<file path="src/rtl/smv_pkg.sv">
// ----------------------------------------------------------------------------
// smv_pkg
// Shared types, constants and arithmetic helpers of the symmetric COO
// sparse matrix-vector multiply block.
// ----------------------------------------------------------------------------
package smv_pkg;

  // Vector geometry.
  localparam int unsigned MAX_DIM = 1024;
  localparam int unsigned IDX_W   = $clog2(MAX_DIM);
  localparam int unsigned LEN_W   = IDX_W + 1;

  // Data widths: Q16.16 inputs, Q32.16 accumulators, full Q32.32 products.
  localparam int unsigned VAL_W  = 32;
  localparam int unsigned ACC_W  = 48;
  localparam int unsigned PROD_W = 2 * VAL_W;
  localparam int unsigned FRAC_W = 16;

  // Configuration port.
  localparam int unsigned APB_ADDR_W = 2;
  localparam int unsigned APB_DATA_W = 32;
  localparam logic [LEN_W-1:0] VLEN_RESET = LEN_W'(MAX_DIM);

  // Command codes of an input item.
  typedef enum logic [2:0] {
    CMD_LOAD_X  = 3'd0,
    CMD_PRELOAD = 3'd1,
    CMD_NONZERO = 3'd2,
    CMD_READ    = 3'd3,
    CMD_DONE    = 3'd4
  } cmd_e;

  // Kind codes of a result item.
  typedef enum logic [1:0] {
    KIND_DATA  = 2'd0,
    KIND_ERROR = 2'd1,
    KIND_DONE  = 2'd2
  } kind_e;

  // Sequencer states of the core.
  typedef enum logic [2:0] {
    S_IDLE,
    S_RD,
    S_NZ1,
    S_NZ2,
    S_NZ3,
    S_EMIT
  } state_e;

  // One result item as held in the core.
  typedef struct packed {
    kind_e             kind;
    logic [IDX_W-1:0]  index;
    logic [ACC_W-1:0]  read_value;
  } res_t;

  // Add the floor-scaled product to an accumulator, saturating to 48 bits.
  function automatic logic [ACC_W-1:0] sat_accum(input logic [ACC_W-1:0]  acc,
                                                 input logic [PROD_W-1:0] prod);
    logic [ACC_W-1:0] scaled;
    logic [ACC_W:0]   sum;
    logic [ACC_W-1:0] res;
    // Dropping the low fraction bits of a two's complement value floors it.
    scaled = prod[FRAC_W +: ACC_W];
    sum    = {acc[ACC_W-1], acc} + {scaled[ACC_W-1], scaled};
    if (sum[ACC_W] != sum[ACC_W-1]) begin
      res = sum[ACC_W] ? {1'b1, {(ACC_W-1){1'b0}}} : {1'b0, {(ACC_W-1){1'b1}}};
    end else begin
      res = sum[ACC_W-1:0];
    end
    return res;
  endfunction

endpackage

</file>
<file path="src/rtl/smv_regs.sv">
// ----------------------------------------------------------------------------
// smv_regs
// APB-style configuration register file holding the vector length.
// ----------------------------------------------------------------------------
module smv_regs (
  input  logic                               clk_i,
  input  logic                               rst_ni,
  input  logic                               psel,
  input  logic                               penable,
  input  logic                               pwrite,
  input  logic [smv_pkg::APB_ADDR_W-1:0]     paddr,
  input  logic [smv_pkg::APB_DATA_W-1:0]     pwdata,
  output logic [smv_pkg::APB_DATA_W-1:0]     prdata,
  output logic                               pready,
  output logic [smv_pkg::LEN_W-1:0]          vector_length_o
);

  logic [smv_pkg::LEN_W-1:0] vlen_q;
  logic [smv_pkg::LEN_W-1:0] vlen_d;
  logic                      wr_en;

  // The only register sits at byte address 0.
  assign wr_en  = psel && penable && pwrite && (paddr == '0);
  assign vlen_d = wr_en ? pwdata[smv_pkg::LEN_W-1:0] : vlen_q;

  always_ff @(posedge clk_i or negedge rst_ni) begin
    if (!rst_ni) begin
      vlen_q <= smv_pkg::VLEN_RESET;
    end else begin
      vlen_q <= vlen_d;
    end
  end

  // Reads return the register, zero extended.
  assign prdata          = smv_pkg::APB_DATA_W'(vlen_q);
  assign pready          = 1'b1;
  assign vector_length_o = vlen_q;

endmodule

</file>
<file path="config.mk">
export PLATFORM = sky130hd
export DESIGN_NAME = smv_regs
export DESIGN_NICKNAME = d
export VERILOG_FILES = /design/src/rtl/smv_pkg.sv /design/src/rtl/smv_regs.sv
export SDC_FILE = /design/constraint.sdc
export NUM_CORES = 1
export LEC_CHECK = 0
export CAP_MARGIN = 5
export CORE_MARGIN = 2
export CORE_UTILIZATION = 35
export CTS_BUF_LIST = sky130_fd_sc_hd__clkbuf_4 sky130_fd_sc_hd__clkbuf_8 sky130_fd_sc_hd__clkbuf_16
export DETAILED_ROUTE_END_ITERATION = 16
export DONT_BUFFER_PORTS = 1
export PLACE_DENSITY = 0.55
export SLEW_MARGIN = 20
export SYNTH_ARGS = -nofsm -noshare
export SYNTH_HDL_FRONTEND = slang
export SYNTH_SLANG_ARGS = --single-unit
</file>
<file path="constraint.sdc">
create_clock -name clk_i -period 0.9 [get_ports clk_i]
set_input_delay 0.045 -clock clk_i [delete_from_list [all_inputs] [get_ports clk_i]]
set_output_delay 0.045 -clock clk_i [all_outputs]
set_load 0.02 [all_outputs]
</file>
==> impl_metrics.py <==
metrics = {
    "timing": {
        "drv_slew": 0,
        "period_minus_slack_ns": 0.996,
        "rsz0062_at_grt": "true",
        "tightestPinTransition_ns": 0.507,
        "finClkSkew_ns": 0,
        "worst_slack_ns": -0.0959,
        "relSlewSlack_pct": 66.1,
        "max_freq_mhz": 1000,
        "final.period_utilization_pct": 111,
        "hold_viol_final": 0,
        "hold-worst-slack_ns": 0.174,
        "setup_viol": 2,
    },
    "global_routing": {
        "grt_pass1_vias": 364,
        "grt_pass1_wl_um": 1840,
        "antenna_found_initial": 0,
        "overflow": 0,
        "track_usage_pct": 10.7,
        "grt_max_degree": 12,
    },
    "setup_path": {
        "path_cells": "buf_6",
        "cp.depth": 1,
        "critPathMaxStageDelay_ns": 0.54,
        "worst_path_max_delay_cell": "dfstp_2",
        "r2r_slack_ns": 0.14,
        "path_buf_inv": 1,
        "cp-end-kind": "output pin",
        "rr_worst_depth": 1,
        "arrival_ns": 0.95,
        "critical-path-top-delay-family": "flip-flops",
        "cp-start-kind": "flip-flop",
        "cp_max_fo": 2,
        "crit_end": "vector_length_o[10]",
        "timing.rr.start": "vector_length_o[0]",
        "cp.required_ns": 0.85,
        "critical_path_class": "flip-flop to output pin",
        "startpoint": "vector_length_o[10]",
        "worst_r2r_endpoint": "vector_length_o[0]",
    },
    "clock_tree": {
        "clock-sinks": 11,
        "post_cts_buffers": 0,
        "clk_pin_slew_ns": 0.08,
        "clock_tree.buffer_depth": 2,
        "cts-root-buf": "clkbuf_4",
        "numCtsBuffers": 3,
        "htreeDepth": 1,
        "clock_latency_ns": 0.26,
        "cts_tree": "built",
    },
    "synth": {
        "synthTopCellsByArea": "dfrtp_1 35%, buf_4 35%, mux2_4 21%",
        "yosysTopAreaCellShare_pct": 35.0,
        "yosys_warnings": 0,
        "netlist_area_um2": 714,
        "synth_cells": 60,
        "ys_types": 9,
        "synth.avg_cell_area_um2": 11.9,
        "seq_area_frac_synth_pct": 38.7,
        "synth_largest_area_cell": "dfrtp_1",
        "synth-seq-cells": 11,
    },
    "cells_and_area": {
        "largest_register_ffs": 11,
        "nNetsFinal": 115,
        "layout_commonest_cell": "conb_1",
        "final_cell_mix": "22 x conb_1, 12 x dlygate4sd3_1, 11 x buf_6, 10 x mux2_4, 10 x dfrtp_1",
        "area_growth_pct": 19.1,
        "fillers": 197,
        "final_util_pct": 43.8,
        "drive_above_1_share_pct": 38.7,
        "multiInputGateArea_um2": 254,
        "antenna_cells": 0,
        "register_area_um2": 277,
    },
    "power_and_ir_drop": {
        "cellLeakagePower_nw": 0.450,
        "power.total_mw": 1.94,
        "power_density_mw_per_mm2": 2280,
        "ir_drop_mv": 1.11,
    },
    "drt": {
        "ant_nets": 0,
        "drtPass1Iterations": 2,
        "vias_per_cell": 3.51,
        "dr.first_iter.drc_count": 1,
        "drc": 0,
        "routed_wl_um": 1150,
        "wire_per_inst_um": 11.3,
        "vias": 358,
    },
    "placement": {
        "hpwl_um": 823,
        "gp_routability_congestion": 0.597,
        "place_ws_ns": 0.0355,
        "port_buffers": 0,
    },
    "floorplanning": {
        "initial_core_util_pct": 36.8,
        "die_x_um": 49.2,
        "ios": 83,
        "die_h_um": 49.2,
        "fp.dieArea_mm2": 0.00242,
        "core-area_mm2": 0.00194,
        "row_count": 16,
    },
    "job": {
        "cap_violations": 0,
    },
    "worst_hold_path": {
        "hp-class": "primary input to async pin",
    },
    "run_status": {
        "violations": "negative setup slack",
        "status": "complete, but fails checks",
    },
}
area by class of cell:
cell class              instances  share of cell area (%)
clock buffers                   3                    2.65
clock inverters                 1                   0.588
multi-input cells              35                    29.9
flip-flops and latches         11                    32.5
well taps                      27                    3.97
repair buffers                 25                    30.4
metrics by stage:
step / cells / area (µm²) / TNS [ns]
floorplan: 80 / 790 / 0
global placement: 86 / 662 / 0
detailed placement: 86 / 662 / 0
CTS: 102 / 840 / -0.239
global route: 102 / 851 / -0.404
finish: 102 / 851 / -0.192
cells by family (layout without fill, tap and decap cells):
logic type / Yosys count / in the layout / synth area share, %
buf+inv: 34 / 29 / 36.3
mux: 11 / 11 / 22.6
flops: 11 / 11 / 38.7
other cells: 2 / 22 / 1.05
simple gates: 2 / 2 / 1.40
cells in the mapped netlist:
| library cell | n |
|---|---|
| nor2_1 | 1 |
| mux2_4 | 10 |
| dfstp_2 | 1 |
| nand4_1 | 1 |
| dfrtp_1 | 10 |
| buf_6 | 1 |
| mux2_2 | 1 |
| conb_1 | 2 |
| buf_4 | 33 |
power by group:
| group | leakage (nW) | switching [mW] | internal, mW | total, mW |
|---|---|---|---|---|
| clock network | 0.0177 | 0.172 | 0.165 | 0.336 |
| registers | 0.133 | 0.0808 | 0.618 | 0.698 |
| logic | 0.299 | 0.510 | 0.396 | 0.906 |
metal layers:
metal	track usage, %	vias to the layer above	routed length, µm
li1	-	166	-
met1	11.7	159	416
met2	16.2	31	592
met3	6.13	2	133
met4	5.71	0	6
met5	0	-	0
worst min-delay path by stage:
stage	startpoint	end	slack [ns]	cells past startpoint
detailed placement	rst_ni	vector_length_o[9]	-0.25	0
CTS	penable	vector_length_o[2]	0.15	3
global placement	rst_ni	vector_length_o[9]	-0.25	0
floorplan	rst_ni	vector_length_o[0]	-0.25	0
finish	rst_ni	vector_length_o[4]	0.17	1
global route	penable	vector_length_o[2]	0.20	3
timing repair:
| action | 4_1_cts | 5_1_grt |
|---|---|---|
| endpoints found under the hold margin | 22 | 0 |
| hold buffers | 12 | 0 |
| resized for setup | 8 | 3 |
| cloned | 0 | 0 |
| setup endpoints to repair | 16 | 20 |
No activity file was read; power rests on OpenSTA's default activity.
